**config.mk**
```make
export PLATFORM = sky130hd
export DESIGN_NAME = node_table_counter_sync_top_flat
export DESIGN_NICKNAME = d
export VERILOG_FILES = /design/src/hw/rtl/ntcs_pkg.sv /design/src/hw/rtl/ntcs_if.sv /design/src/hw/rtl/node_table_counter_sync_top.sv /design/src/hw/rtl/ntcs_apb_regs.sv /design/src/hw/rtl/ntcs_slot_mem.sv /design/src/flat_wrapper.sv
export SDC_FILE = /design/constraint.sdc
export NUM_CORES = 2
export LEC_CHECK = 0
export BUFFER_PORTS_ARGS = -buffer_cell sky130_fd_sc_hd__buf_4
export CORE_MARGIN = 2
export CORE_UTILIZATION = 23
export CTS_BUF_LIST = sky130_fd_sc_hd__clkbuf_8
export DETAILED_ROUTE_END_ITERATION = 7
export SLEW_MARGIN = 20
export SYNTH_ARGS = -nofsm -noshare
export SYNTH_HDL_FRONTEND = slang
export SYNTH_SLANG_ARGS = --single-unit
```
**constraint.sdc**
```tcl
create_clock -name clk_i -period 25.3 [get_ports clk_i]
set_clock_uncertainty 0.2 [all_clocks]
set_input_delay 1.265 -clock clk_i [delete_from_list [all_inputs] [get_ports clk_i]]
set_output_delay 1.265 -clock clk_i [all_outputs]
set_load 0.05 [all_outputs]
```
**src/hw/rtl/ntcs_pkg.sv**
```systemverilog
// ----------------------------------------------------------------------------
// ntcs_pkg
// Shared types and constants of the node table / counter sync block.
// ----------------------------------------------------------------------------
`default_nettype none

package ntcs_pkg;

  localparam int unsigned APB_AW      = 3;
  localparam int unsigned APB_DW      = 32;
  localparam int unsigned REG_IDX_LSB = 2;

  localparam logic [15:0] FREE_HANDLE = 16'hFFFF;

  typedef enum logic [2:0] {
    OP_ADD    = 3'd0,
    OP_DELETE = 3'd1,
    OP_UPDATE = 3'd2,
    OP_SYNC   = 3'd3,
    OP_FIND   = 3'd4
  } op_e;

  typedef enum logic {
    REG_LOCAL_SERIAL   = 1'b0,
    REG_SYNC_THRESHOLD = 1'b1
  } reg_idx_e;

  typedef enum logic [1:0] {
    ST_IDLE,
    ST_SCAN,
    ST_DONE
  } state_e;

  typedef struct packed {
    logic [15:0] handle;
    logic [47:0] address;
    logic [6:0]  address_type;
    logic        central;
    logic [31:0] serial;
    logic [31:0] count;
    logic        updated;
  } slot_entry_t;

  localparam slot_entry_t SLOT_RESET = '{
    handle:       FREE_HANDLE,
    address:      48'd0,
    address_type: 7'd0,
    central:      1'b0,
    serial:       32'd0,
    count:        32'd0,
    updated:      1'b0
  };

endpackage

`default_nettype wire

```
**src/hw/rtl/ntcs_if.sv**
```systemverilog
// ----------------------------------------------------------------------------
// ntcs_in_if / ntcs_out_if
// Valid/ready channels carrying one operation item and one result item.
// ----------------------------------------------------------------------------
`default_nettype none

interface ntcs_in_if;
  logic        valid;
  logic        ready;
  logic [2:0]  opcode;
  logic [15:0] link_handle;
  logic [47:0] peer_address;
  logic [6:0]  address_type;
  logic        central_role;
  logic [31:0] node_serial;
  logic [31:0] node_count;
  logic [31:0] local_count;

  modport source (
    output valid, opcode, link_handle, peer_address, address_type,
           central_role, node_serial, node_count, local_count,
    input  ready
  );
  modport sink (
    input  valid, opcode, link_handle, peer_address, address_type,
           central_role, node_serial, node_count, local_count,
    output ready
  );
endinterface

interface ntcs_out_if;
  logic        valid;
  logic        ready;
  logic        status;
  logic [3:0]  slot_index;
  logic [31:0] new_local_count;
  logic [3:0]  connection_total;

  modport source (
    output valid, status, slot_index, new_local_count, connection_total,
    input  ready
  );
  modport sink (
    input  valid, status, slot_index, new_local_count, connection_total,
    output ready
  );
endinterface

`default_nettype wire

```
**src/hw/rtl/node_table_counter_sync_top.sv**
```systemverilog
// ----------------------------------------------------------------------------
// node_table_counter_sync_top
// Peer slot table with add/delete/update/find and counter sync.
// ----------------------------------------------------------------------------
// Every operation scans the whole slot table through the single read port of
// the slot memory, one slot per cycle, then commits its table write, if it
// has one, and loads the result register. A new item is taken only in the
// idle state, after the last one has committed. A result waiting in the
// output register does not hold off the next item until the next one
// finishes. Sync clears the updated marks during its scan using the write
// port.
// ----------------------------------------------------------------------------
`default_nettype none

module node_table_counter_sync_top #(
  parameter int unsigned SLOTS = 8
) (
  input  wire logic                           clk_i,
  input  wire logic                           rst_ni,
  input  wire logic                           psel,
  input  wire logic                           penable,
  input  wire logic                           pwrite,
  input  wire logic [ntcs_pkg::APB_AW-1:0]    paddr,
  input  wire logic [ntcs_pkg::APB_DW-1:0]    pwdata,
  output logic      [ntcs_pkg::APB_DW-1:0]    prdata,
  output logic                                pready,
  ntcs_in_if.sink                             in_i,
  ntcs_out_if.source                          out_o
);

  localparam int unsigned IW = (SLOTS > 1) ? $clog2(SLOTS) : 1;
  localparam int unsigned CW = $clog2(SLOTS + 1);

  // Configuration
  logic [31:0] local_serial;
  logic [31:0] sync_threshold;

  ntcs_apb_regs u_regs (
    .clk_i,
    .rst_ni,
    .psel,
    .penable,
    .pwrite,
    .paddr,
    .pwdata,
    .prdata,
    .pready,
    .local_serial_o   (local_serial),
    .sync_threshold_o (sync_threshold)
  );

  // Memory ports
  logic                  rd_en;
  logic [IW-1:0]         rd_addr;
  logic                  wr_en;
  logic                  clr_en;
  logic [IW-1:0]         wr_addr;
  ntcs_pkg::slot_entry_t wr_data;
  ntcs_pkg::slot_entry_t ent;

  ntcs_slot_mem #(
    .SLOTS (SLOTS),
    .IW    (IW)
  ) u_mem (
    .clk_i,
    .rst_ni,
    .rd_en_i   (rd_en),
    .rd_addr_i (rd_addr),
    .wr_en_i   (wr_en),
    .clr_en_i  (clr_en),
    .wr_addr_i (wr_addr),
    .wr_data_i (wr_data),
    .rd_data_o (ent)
  );

  // Sequencer state
  ntcs_pkg::state_e state_q, state_d;
  logic [CW-1:0]    cnt_q;
  logic [IW-1:0]    rd_idx_q;
  logic             rdv_q;

  // Captured item
  ntcs_pkg::op_e op_q;
  logic [15:0]   handle_q;
  logic [47:0]   addr_q;
  logic [6:0]    atype_q;
  logic          role_q;
  logic [31:0]   serial_q;
  logic [31:0]   count_q;
  logic [31:0]   lcount_q;

  // Scan results
  logic                  free_found_q, hf_found_q, hl_found_q, af_found_q;
  logic [IW-1:0]         free_idx_q, hf_idx_q, hl_idx_q, af_idx_q;
  ntcs_pkg::slot_entry_t hl_ent_q;
  logic [31:0]           best_sn_q, best_cnt_q;

  logic [CW-1:0] total_q, total_d;

  // Output register
  logic        out_valid_q;
  logic        status_q;
  logic [3:0]  slot_q;
  logic [31:0] newcount_q;
  logic [3:0]  conn_total_q;

  logic        accept;
  logic        commit;
  logic        scan_end;
  logic        handle_hit;
  logic        addr_hit;
  logic        status_d;
  logic [3:0]  slot_d;
  logic [31:0] newcount_d;
  logic [31:0] diff;

  assign in_i.ready = (state_q == ntcs_pkg::ST_IDLE);
  assign accept     = in_i.valid & in_i.ready;
  assign scan_end   = (cnt_q == CW'(SLOTS));
  assign commit     = (state_q == ntcs_pkg::ST_DONE) & (~out_valid_q | out_o.ready);

  assign rd_en   = (state_q == ntcs_pkg::ST_SCAN) & ~scan_end;
  assign rd_addr = cnt_q[IW-1:0];

  assign handle_hit = (ent.handle == handle_q);
  assign addr_hit   = (ent.address == addr_q) & (ent.address_type == atype_q);

  // State machine
  always_ff @(posedge clk_i or negedge rst_ni) begin
    if (!rst_ni) begin
      state_q <= ntcs_pkg::ST_IDLE;
    end else begin
      state_q <= state_d;
    end
  end

  always_comb begin
    state_d = state_q;
    unique case (state_q)
      ntcs_pkg::ST_IDLE: if (accept)   state_d = ntcs_pkg::ST_SCAN;
      ntcs_pkg::ST_SCAN: if (scan_end) state_d = ntcs_pkg::ST_DONE;
      ntcs_pkg::ST_DONE: if (commit)   state_d = ntcs_pkg::ST_IDLE;
      default:                         state_d = ntcs_pkg::ST_IDLE;
    endcase
  end

  always_ff @(posedge clk_i or negedge rst_ni) begin
    if (!rst_ni) begin
      cnt_q    <= '0;
      rdv_q    <= 1'b0;
      rd_idx_q <= '0;
    end else begin
      rdv_q    <= rd_en;
      rd_idx_q <= rd_addr;
      if (accept) begin
        cnt_q <= '0;
      end else if (state_q == ntcs_pkg::ST_SCAN) begin
        cnt_q <= cnt_q + CW'(1);
      end
    end
  end

  // Item capture
  always_ff @(posedge clk_i) begin
    if (accept) begin
      op_q     <= ntcs_pkg::op_e'(in_i.opcode);
      handle_q <= in_i.link_handle;
      addr_q   <= in_i.peer_address;
      atype_q  <= in_i.address_type;
      role_q   <= in_i.central_role;
      serial_q <= in_i.node_serial;
      count_q  <= in_i.node_count;
      lcount_q <= in_i.local_count;
    end
  end

  // Scan accumulators
  always_ff @(posedge clk_i or negedge rst_ni) begin
    if (!rst_ni) begin
      free_found_q <= 1'b0;
      hf_found_q   <= 1'b0;
      hl_found_q   <= 1'b0;
      af_found_q   <= 1'b0;
    end else if (accept) begin
      free_found_q <= 1'b0;
      hf_found_q   <= 1'b0;
      hl_found_q   <= 1'b0;
      af_found_q   <= 1'b0;
    end else if (rdv_q) begin
      if (ent.handle == ntcs_pkg::FREE_HANDLE) free_found_q <= 1'b1;
      if (handle_hit) begin
        hf_found_q <= 1'b1;
        hl_found_q <= 1'b1;
      end
      if (addr_hit) af_found_q <= 1'b1;
    end
  end

  always_ff @(posedge clk_i) begin
    if (accept) begin
      best_sn_q  <= local_serial;
      best_cnt_q <= in_i.local_count;
    end else if (rdv_q) begin
      if (ent.handle == ntcs_pkg::FREE_HANDLE && !free_found_q) free_idx_q <= rd_idx_q;
      if (handle_hit && !hf_found_q) hf_idx_q <= rd_idx_q;
      if (handle_hit) begin
        hl_idx_q <= rd_idx_q;
        hl_ent_q <= ent;
      end
      if (addr_hit && !af_found_q) af_idx_q <= rd_idx_q;
      if (ent.updated && (best_sn_q > ent.serial)) begin
        best_sn_q  <= ent.serial;
        best_cnt_q <= ent.count;
      end
    end
  end

  // Commit: result, table write and link total
  assign diff = (lcount_q > best_cnt_q) ? (lcount_q - best_cnt_q) : (best_cnt_q - lcount_q);

  always_comb begin
    status_d   = 1'b1;
    slot_d     = 4'(SLOTS);
    newcount_d = lcount_q;
    total_d    = total_q;
    wr_en      = 1'b0;
    clr_en     = 1'b0;
    wr_addr    = rd_idx_q;
    wr_data    = ent;
    wr_data.updated = 1'b0;

    // sync clears marks during the scan
    if (rdv_q && op_q == ntcs_pkg::OP_SYNC && ent.updated) begin
      wr_en = 1'b1;
    end

    unique case (op_q)
      ntcs_pkg::OP_ADD: begin
        if (free_found_q) begin
          status_d = 1'b0;
          slot_d   = 4'(free_idx_q);
          if (commit) begin
            wr_en   = 1'b1;
            wr_addr = free_idx_q;
            wr_data = '{handle: handle_q, address: addr_q, address_type: atype_q,
                        central: role_q, serial: serial_q, count: count_q,
                        updated: 1'b0};
          end
        end
        if (total_q < CW'(SLOTS)) total_d = total_q + CW'(1);
      end
      ntcs_pkg::OP_DELETE: begin
        if (hf_found_q) begin
          status_d = 1'b0;
          slot_d   = 4'(hf_idx_q);
          if (commit) begin
            clr_en  = 1'b1;
            wr_addr = hf_idx_q;
          end
        end
        if (total_q != '0) total_d = total_q - CW'(1);
      end
      ntcs_pkg::OP_UPDATE: begin
        if (hl_found_q) begin
          status_d = 1'b0;
          slot_d   = 4'(hl_idx_q);
          if (commit) begin
            wr_en           = 1'b1;
            wr_addr         = hl_idx_q;
            wr_data         = hl_ent_q;
            wr_data.serial  = serial_q;
            wr_data.count   = count_q;
            wr_data.updated = 1'b1;
          end
        end
      end
      ntcs_pkg::OP_SYNC: begin
        status_d = 1'b0;
        if (local_serial > best_sn_q && diff > sync_threshold) begin
          newcount_d = best_cnt_q;
        end
      end
      ntcs_pkg::OP_FIND: begin
        if (af_found_q) begin
          status_d = 1'b0;
          slot_d   = 4'(af_idx_q);
        end
      end
      default: ;
    endcase

    if (!commit) total_d = total_q;
  end

  always_ff @(posedge clk_i or negedge rst_ni) begin
    if (!rst_ni) begin
      total_q     <= '0;
      out_valid_q <= 1'b0;
    end else begin
      total_q <= total_d;
      if (commit) begin
        out_valid_q <= 1'b1;
      end else if (out_o.ready) begin
        out_valid_q <= 1'b0;
      end
    end
  end

  always_ff @(posedge clk_i) begin
    if (commit) begin
      status_q     <= status_d;
      slot_q       <= slot_d;
      newcount_q   <= newcount_d;
      conn_total_q <= 4'(total_d);
    end
  end

  assign out_o.valid            = out_valid_q;
  assign out_o.status           = status_q;
  assign out_o.slot_index       = slot_q;
  assign out_o.new_local_count  = newcount_q;
  assign out_o.connection_total = conn_total_q;

endmodule

`default_nettype wire

```
**src/hw/rtl/ntcs_apb_regs.sv**
```systemverilog
// ----------------------------------------------------------------------------
// ntcs_apb_regs
// APB register file: local serial and sync threshold.
// ----------------------------------------------------------------------------
`default_nettype none

module ntcs_apb_regs (
  input  wire logic                           clk_i,
  input  wire logic                           rst_ni,
  input  wire logic                           psel,
  input  wire logic                           penable,
  input  wire logic                           pwrite,
  input  wire logic [ntcs_pkg::APB_AW-1:0]    paddr,
  input  wire logic [ntcs_pkg::APB_DW-1:0]    pwdata,
  output logic      [ntcs_pkg::APB_DW-1:0]    prdata,
  output logic                                pready,
  output logic      [31:0]                    local_serial_o,
  output logic      [31:0]                    sync_threshold_o
);

  logic [31:0]        local_serial_q;
  logic [31:0]        sync_threshold_q;
  logic               wr_en;
  ntcs_pkg::reg_idx_e reg_idx;

  assign pready  = 1'b1;
  assign wr_en   = psel & penable & pwrite;
  assign reg_idx = ntcs_pkg::reg_idx_e'(paddr[ntcs_pkg::REG_IDX_LSB]);

  always_ff @(posedge clk_i or negedge rst_ni) begin
    if (!rst_ni) begin
      local_serial_q   <= '0;
      sync_threshold_q <= '0;
    end else if (wr_en) begin
      unique case (reg_idx)
        ntcs_pkg::REG_LOCAL_SERIAL:   local_serial_q   <= pwdata;
        ntcs_pkg::REG_SYNC_THRESHOLD: sync_threshold_q <= pwdata;
      endcase
    end
  end

  always_comb begin
    unique case (reg_idx)
      ntcs_pkg::REG_LOCAL_SERIAL:   prdata = local_serial_q;
      ntcs_pkg::REG_SYNC_THRESHOLD: prdata = sync_threshold_q;
    endcase
  end

  assign local_serial_o   = local_serial_q;
  assign sync_threshold_o = sync_threshold_q;

endmodule

`default_nettype wire

```
**src/hw/rtl/ntcs_slot_mem.sv**
```systemverilog
// ----------------------------------------------------------------------------
// ntcs_slot_mem
// Slot table memory, one read and one write port, registered read data.
// ----------------------------------------------------------------------------
`default_nettype none

module ntcs_slot_mem #(
  parameter int unsigned SLOTS = 8,
  parameter int unsigned IW    = 3
) (
  input  wire logic                  clk_i,
  input  wire logic                  rst_ni,
  input  wire logic                  rd_en_i,
  input  wire logic [IW-1:0]         rd_addr_i,
  input  wire logic                  wr_en_i,
  input  wire logic                  clr_en_i,
  input  wire logic [IW-1:0]         wr_addr_i,
  input  ntcs_pkg::slot_entry_t      wr_data_i,
  output ntcs_pkg::slot_entry_t      rd_data_o
);

  ntcs_pkg::slot_entry_t mem_q [SLOTS];
  ntcs_pkg::slot_entry_t rd_data_q;
  logic [SLOTS-1:0]      valid_q;
  logic                  rd_valid_q;

  always_ff @(posedge clk_i) begin
    if (wr_en_i) begin
      mem_q[wr_addr_i] <= wr_data_i;
    end
    if (rd_en_i) begin
      rd_data_q <= mem_q[rd_addr_i];
    end
  end

  // Entries never written (or freed) read as the reset slot.
  always_ff @(posedge clk_i or negedge rst_ni) begin
    if (!rst_ni) begin
      valid_q    <= '0;
      rd_valid_q <= 1'b0;
    end else begin
      if (wr_en_i) begin
        valid_q[wr_addr_i] <= 1'b1;
      end else if (clr_en_i) begin
        valid_q[wr_addr_i] <= 1'b0;
      end
      if (rd_en_i) begin
        rd_valid_q <= valid_q[rd_addr_i];
      end
    end
  end

  assign rd_data_o = rd_valid_q ? rd_data_q : ntcs_pkg::SLOT_RESET;

endmodule

`default_nettype wire

```
**src/flat_wrapper.sv**
```systemverilog
// flat-port wrapper written by rule: the top's interface ports become plain ports
module node_table_counter_sync_top_flat 
#(
  parameter int unsigned SLOTS = 8
)
  (clk_i, rst_ni, psel, penable, pwrite, paddr, pwdata, prdata, pready, in_i_valid, in_i_opcode, in_i_link_handle, in_i_peer_address, in_i_address_type, in_i_central_role, in_i_node_serial, in_i_node_count, in_i_local_count, in_i_ready, out_o_valid, out_o_status, out_o_slot_index, out_o_new_local_count, out_o_connection_total, out_o_ready);
  ntcs_in_if in_i_i ();
  ntcs_out_if out_o_i ();
  input  wire logic clk_i;
  input  wire logic rst_ni;
  input  wire logic psel;
  input  wire logic penable;
  input  wire logic pwrite;
  input  wire logic [ntcs_pkg::APB_AW-1:0] paddr;
  input  wire logic [ntcs_pkg::APB_DW-1:0] pwdata;
  output logic      [ntcs_pkg::APB_DW-1:0] prdata;
  output logic pready;
  input wire logic [$bits(in_i_i.valid)-1:0] in_i_valid;
  input wire logic [$bits(in_i_i.opcode)-1:0] in_i_opcode;
  input wire logic [$bits(in_i_i.link_handle)-1:0] in_i_link_handle;
  input wire logic [$bits(in_i_i.peer_address)-1:0] in_i_peer_address;
  input wire logic [$bits(in_i_i.address_type)-1:0] in_i_address_type;
  input wire logic [$bits(in_i_i.central_role)-1:0] in_i_central_role;
  input wire logic [$bits(in_i_i.node_serial)-1:0] in_i_node_serial;
  input wire logic [$bits(in_i_i.node_count)-1:0] in_i_node_count;
  input wire logic [$bits(in_i_i.local_count)-1:0] in_i_local_count;
  output wire logic [$bits(in_i_i.ready)-1:0] in_i_ready;
  output wire logic [$bits(out_o_i.valid)-1:0] out_o_valid;
  output wire logic [$bits(out_o_i.status)-1:0] out_o_status;
  output wire logic [$bits(out_o_i.slot_index)-1:0] out_o_slot_index;
  output wire logic [$bits(out_o_i.new_local_count)-1:0] out_o_new_local_count;
  output wire logic [$bits(out_o_i.connection_total)-1:0] out_o_connection_total;
  input wire logic [$bits(out_o_i.ready)-1:0] out_o_ready;
  assign in_i_i.valid = in_i_valid;
  assign in_i_i.opcode = in_i_opcode;
  assign in_i_i.link_handle = in_i_link_handle;
  assign in_i_i.peer_address = in_i_peer_address;
  assign in_i_i.address_type = in_i_address_type;
  assign in_i_i.central_role = in_i_central_role;
  assign in_i_i.node_serial = in_i_node_serial;
  assign in_i_i.node_count = in_i_node_count;
  assign in_i_i.local_count = in_i_local_count;
  assign in_i_ready = in_i_i.ready;
  assign out_o_valid = out_o_i.valid;
  assign out_o_status = out_o_i.status;
  assign out_o_slot_index = out_o_i.slot_index;
  assign out_o_new_local_count = out_o_i.new_local_count;
  assign out_o_connection_total = out_o_i.connection_total;
  assign out_o_i.ready = out_o_ready;
  node_table_counter_sync_top #(.SLOTS(SLOTS)) u_core (.clk_i(clk_i), .rst_ni(rst_ni), .psel(psel), .penable(penable), .pwrite(pwrite), .paddr(paddr), .pwdata(pwdata), .prdata(prdata), .pready(pready), .in_i(in_i_i), .out_o(out_o_i));
endmodule
```
======== Yosys cells after proc, flatten, opt, wreduce, memory -nomap -nowiden ========
Memories as Yosys holds them, arrays and structs flattened. A register that Yosys moved wholly into a read port is not among the register bits.
Cells that the tools add are included.
word-level totals
  memories ................................ 1
  register bits after elaboration ......... 451
  bits in writable memories ............... 1096
  output and inout port bits .............. 76
  input bits .............................. 213
  word-level logic and storage cells ...... 180
memories
  memory              depth  bits a word  read ports  clocked after Yosys merged registers in  write ports  line                 text
  u_core.u_mem.mem_q  8      137          1           1                                        1            ntcs_slot_mem.sv:22  ntcs_pkg::slot_entry_t mem_q [SLOTS];
cells by class
  magnitude comparators ................... 8
  add/subtract/negate cells ............... 5
  multiplexer cells ....................... 69
  reduce and logical (&&, ||, !) cells .... 34
  bitwise operators ....................... 14
  equal/unequal tests ..................... 14
operators by type and width
  kind                                                count
  two-way mux 137 bit                                 5
  two-way mux 32 bit                                  9
  one-hot mux 137 bit (2 select lines)                1
  > comparator 32 bit                                 4
  one-hot mux 32 bit (2 select lines)                 1
  subtractor 32 bit                                   2
  == test 48 bit                                      1
  two-way mux 4 bit                                   9
  two-way mux 1 bit                                   25
  two-way mux 3 bit                                   6
  == test 16 bit                                      1
  == test 16 bit, second input constant               1
  two-way mux 8 bit                                   2
  one-hot mux 4 bit (4 select lines)                  1
  nonzero test 2 bit                                  8
  AND reduction 3 bit                                 5
  AND reduction 2 bit                                 6
  one-hot mux 3 bit (3 select lines)                  1
  adder 4 x 1 -> 4 bit, second input constant         2
  AND 8 bit                                           1
  logical AND 1 bit                                   8
  < comparator 3 x 4 -> 1 bit, second input constant  2
  inverter 8 bit                                      1
  bitwise OR 8 bit                                    1
  27 further kinds                                    41

======== Longest topological paths before layout ========
  depth after elaboration ................. 14
  mapped depth ............................ 24
  gate-level depth less buffers ........... 21

======== Cells and area by module ========
From an unflattened synthesis, not the netlist that was laid out.
second synthesis, totals
  cells, all modules ...................... 4075
  area, all modules ....................... 71242.1 µm²
modules (own cells, without submodules)
  module                       area an instance (µm²)  seq. area each (µm²)  instances  cells an instance
  ntcs_slot_mem                46609.7                 37250.7               1          1920
  node_table_counter_sync_top  21720.8                 11260.8               1          1981
  ntcs_apb_regs                2911.5                  1601.5                1          174

======== Least setup slack after synthesis ========
OpenSTA, ideal clock, no wires.
  kind .................................... input port to flip-flop
  start point ............................. input out_o_ready
  end point ............................... memory u_core.u_mem.mem_q[3][0] (netlist bit) (enable)
  required time ........................... 24.466 ns
  library setup time ...................... 0.634 ns
  buffers on the path ..................... 1
  arrival time ............................ 9.039 ns
  stages on the path ...................... 7
  setup slack ............................. 15.427 ns
  cells stage by stage .................... nand2b_1 > nand2b_1 > inv_1 > clkbuf_1 > a22o_1 > nand2_1 > nor2_1
on the way
  word-level cells in the longest chain between the ends .. 7
  elaborated cells between the ends (all ways) .. 15
  classes of those cells .................. mux (13); bitwise (2)
RTL lines
  what                                     line                                                                    text
  start: declaration                       flat_wrapper.sv:33                                                      input wire logic [$bits(out_o_i.ready)-1:0] out_o_ready;
  bitwise OR 1 bit *                       node_table_counter_sync_top.sv:120                                      assign commit = (state_q == ntcs_pkg::ST_DONE) & (~out_valid_q | out_o.ready);
  AND 1 bit *                              node_table_counter_sync_top.sv:120
  via u_core.commit                        node_table_counter_sync_top.sv:108                                      logic commit;
  two-way mux 1 bit                        node_table_counter_sync_top.sv:242, node_table_counter_sync_top.sv:267
  two-way mux 1 bit (on tied branches)     node_table_counter_sync_top.sv:264, node_table_counter_sync_top.sv:239
  one-hot mux 1 bit (2 select lines)       node_table_counter_sync_top.sv:237                                      unique case (op_q)
  two-way mux 1 bit                        ntcs_slot_mem.sv:28                                                     if (wr_en_i) begin
  two-way mux 1 bit (not written as such)  ntcs_slot_mem.sv:29                                                     mem_q[wr_addr_i] <= wr_data_i;
  end: declaration                         ntcs_slot_mem.sv:22
Mark *: on every way through the listed nets, which the timed path passes. The rest lies on a longest branch.

======== Worst setup path after layout ========
  start point ............................. register u_core.lcount_q[0]
  end point ............................... register u_core.newcount_q[31] (netlist: u_core.out_o.new_local_count[31]) (data pin)
on the way
  word-level cells in the longest chain between the ends .. 6
  elaborated cells between the ends (all ways) .. 8
  classes of those cells .................. add/sub (2); order compare (2); mux (3); reduce/logical (1)
RTL lines
  what                                                      line                                text
  start: declaration                                        node_table_counter_sync_top.sv:90   logic [31:0] lcount_q;
  start signal: assignment                                  node_table_counter_sync_top.sv:173  lcount_q <= in_i.local_count;
  subtractor 32 bit or > comparator 32 bit (tied branches)  node_table_counter_sync_top.sv:219  assign diff = (lcount_q > best_cnt_q) ? (lcount_q - best_cnt_q) : (best_cnt_q - lcount_q);
  two-way mux 32 bit *                                      node_table_counter_sync_top.sv:219
  > comparator 32 bit *                                     node_table_counter_sync_top.sv:279  if (local_serial > best_sn_q && diff > sync_threshold) begin
  logical AND 1 bit *                                       node_table_counter_sync_top.sv:279
  two-way mux 32 bit *                                      node_table_counter_sync_top.sv:279
  two-way mux 32 bit *                                      node_table_counter_sync_top.sv:237
  via u_core.newcount_d[31]                                 node_table_counter_sync_top.sv:114  logic [31:0] newcount_d;
  end signal: assignment                                    node_table_counter_sync_top.sv:313  newcount_q <= newcount_d;
  end: declaration                                          node_table_counter_sync_top.sv:104  logic [31:0] newcount_q;
Marks and branches as above.
A chain may end at the register's enable or synchronous reset.

==> qor.txt <==
Top-area cell type share of the netlist area = 0.678
CP peak stage delay = 0.59 ns
Antenna violations before repair = 29
Worst reg2reg setup slack = 18.37 ns
Pwr Total = 8.24 mW
Final net count = 4,896
VDD IR max = 0.0919 mV
Synthesized Nets = 4,478
Setup_tns = 0 ns
Die Y = 556 um
Pin count of the biggest net entering global routing = 131
Commonest non-fill, non-tap cell in the layout = edfxtp_1
Leakage power = 28.2 nW
Synth Area per Inst = 17.1 um^2
Async set-reset flop share out of synthesis = 0.0544
Final setup violation count = 0
Final hold slack = 0.185 ns
CORE AREA = 303,000 um^2
Overflow left after global routing = 0
Most frequent cells in the layout = 1,582 x edfxtp_1, 338 x buf_4, 327 x nand2_1
Worst slew margin = 0.265
Share of cells above drive strength 1 = 0.256
GRT Util Overall = 0.118
DRC Markers = 0
Final antenna-violating net count = 0
Worst Tran Pin Value = 1.09 ns
CTS Buf Count = 267
Critical Path Sink Type = register
WP buf/inv = 4
Cell count after synthesis = 4,100
Vias = 38,400
Final Slew Violations = 0
IO Count = 289
DRT Wirelength = 189,000 um
Area leader, netlist = edfxtp_1
CTS max path bufs = 4
PortBufs = 284
PwrDens = 101 nW/um^2
Full die area = 309,000 um^2
Clock slew at reported path FFs = 0.06 ns
Mapped cell area = 70,000 um^2
Worst-Skew Late Latency = 0.88 ns
Critical path class = register to register
CP required = 25.71 ns
Dpl ws = 18.43 ns
Post-CTS Setup Inserts = 0
Die span in x = 556 um
Initial DRT Pass Iterations = 6
Synth Register Bits = 1,673
Maxcap violations = 0
Area delta synth->final = 16.8%
Critical Path AT = 7.34 ns
RD Place Congestion = 0.841
Vias in the first global route = 39,200
First-pass GRT wire length = 271,000 um
Clk sinks = 1,673
Htree depth = 5
Period utilization = 0.274
Final Hold Fails = 0
Post-CTS resize count = 0
CTS tree = built
Yosys Warn Count = 0
Worst-path cell chain = inv_1 -> ha_1 -> inv_1 -> fa_1 -> a21o_1 -> a221o_1 -> a211oi_2 -> o221ai_2 -> a22oi_2 -> buf_4 -> o21ai_0 -> xnor2_1 -> ha_1 -> a21o_1 -> a21o_1 -> a21oi_1 -> o21ai_0 -> a221oi_1 -> o21ai_0 -> o211ai_1 -> buf_4 -> mux2_2
Startpoint types = register
Max Fclk = 144 MHz
Root Driver = clkbuf_8
Routed wire per std cell = 21.8 um
Starting DRC count in detailed routing = 3,615
Vias per inst = 4.43
Post-DP HPWL = 115,000 um
Site row count = 202
Dominant synthesized flop cell = edfxtp_1
Post-layout minimum cycle time = 6.93 ns
Synth cell types = 72
Fill count = 30,600
Outcome = complete, no violations
Hold Buf Count CTS = 0
Initial Util = 0.231
Unrepaired setup endpoints after global routing = false
# placed instances = 8,226
Sequential fraction of the synthesis area = 0.711
Hold Crit Class = input port to asynchronous set/reset pin
CP max stage cell = a22oi_2
Post-synth EDFFs = 1,582
Layout Cells excl Fill = 8,683
Synth top area cells = edfxtp_1 68%, mux4_2 8.8%, mux2_2 3.8%
CP max FO = 32
Critical path's top delay family = compound AO/OA/AOI/OAI gates
Setup slack after layout = 18.37 ns
[power by group]
group / internal (mW) / switching, mW
clock: 1.07 / 1.07
combinational: 0.987 / 1.38
sequential: 3.55 / 0.192
total: 5.61 / 2.63
[flip-flops by register name, summed over array words and instances, names as in the netlist, 4 cells and up, named ones only]
name / count
u_core.handle_q: 16
u_core.out_o.new_local_count: 32
u_core.total_q: 4
u_core.best_sn_q: 32
u_core.serial_q: 32
u_core.count_q: 32
u_core.hl_ent_q: 71
u_core.u_regs.sync_threshold_o: 32
u_core.out_o.slot_index: 4
u_core.cnt_q: 4
u_core.addr_q: 48
u_core.u_mem.rd_data_q: 136
u_core.u_regs.local_serial_o: 32
u_core.atype_q: 7
u_core.lcount_q: 32
u_core.out_o.connection_total: 4
u_core.u_mem.mem_q: 1088
u_core.best_cnt_q: 32
[final cells by class]
class / instances / area (um^2) / area share
clock inverter: 176 / 890 / 0.0109
antenna: 1 / 2.50 / 0.0000306
sequential: 1673 / 49800 / 0.609
inverter: 223 / 850 / 0.0104
clock buffer: 279 / 3840 / 0.0470
multi-input combinational: 2008 / 18700 / 0.229
timing repair buffer: 345 / 2690 / 0.0328
tap: 3978 / 4980 / 0.0609
[worst reg2reg max path: cells and delay by family, from the launching register on]
kind | cells | cell delay [ns]
muxes | 1 | 0.44
xor gates and xnor gates | 1 | 0.40
DFF | 1 | 0.39
AOI/OAI and AO/OA | 13 | 3.28
buffers and inverters | 4 | 1.10
adders and majority gates | 3 | 0.88
[metal layers]
| metal | vias up | GRT usage | part of all wire |
|---|---|---|---|
| li1 | 16900 | - | - |
| met1 | 19900 | 0.163 | 0.45 |
| met2 | 1288 | 0.194 | 0.47 |
| met3 | 303 | 0.0207 | 0.056 |
| met4 | 16 | 0.0261 | 0.019 |
| met5 | - | 0 | 0.00055 |
[cell usage after synthesis, drive strengths merged (4+ instances only)]
cell / n
nor3: 14
o31ai: 10
a221oi: 9
and3: 6
ha: 163
a211oi: 8
nor2: 66
nand3: 26
clkbuf: 135
a22oi: 61
mux2i: 38
o21bai: 7
buf: 61
a22o: 6
nor2b: 12
and2: 14
xor2: 29
o21ai: 265
o211ai: 6
a222oi: 18
a21oi: 93
a21o: 70
nand4: 57
mux2: 235
dfrtp: 91
xnor2: 69
nor4: 17
nand2: 327
inv: 223
a31oi: 5
edfxtp: 1582
mux4: 274
o21a: 15
nand2b: 28
o311ai: 4
[through the flow]
stage / util / area (um^2)
5_1_grt: 0.270 / 81800
6_report: 0.270 / 81800
4_1_cts: 0.270 / 81700
3_3_place_gp: 0.254 / 77000
2_1_floorplan: - / 70000
3_5_place_dp: 0.254 / 77000
[kinds of logic after synthesis]
group / synth area share
XOR/XNOR: 0.0123
flip-flops: 0.711
multiplexers: 0.131
AO/OA/AOI/OAI: 0.0546
adder cells (fa/ha/maj): 0.0297
AND/OR/NAND/NOR: 0.0381
other: 0.0000536
buffers and inverters: 0.0230
[final timing paths]
path | from | endpoint | cells after the start
min | rst_ni | u_core.u_regs.sync_threshold_o[31] | 1
min in group clk_i | u_core.cnt_q[3] | u_core.cnt_q[3] | 1
max reg2reg | u_core.lcount_q[0] | u_core.out_o.new_local_count[31] | 22
max in group asynchronous | rst_ni | u_core.cnt_q[0] | 2
min reg2reg | u_core.cnt_q[3] | u_core.cnt_q[3] | 1
max | u_core.lcount_q[0] | u_core.out_o.new_local_count[31] | 22
No activity file was read; power rests on OpenSTA's default activity.
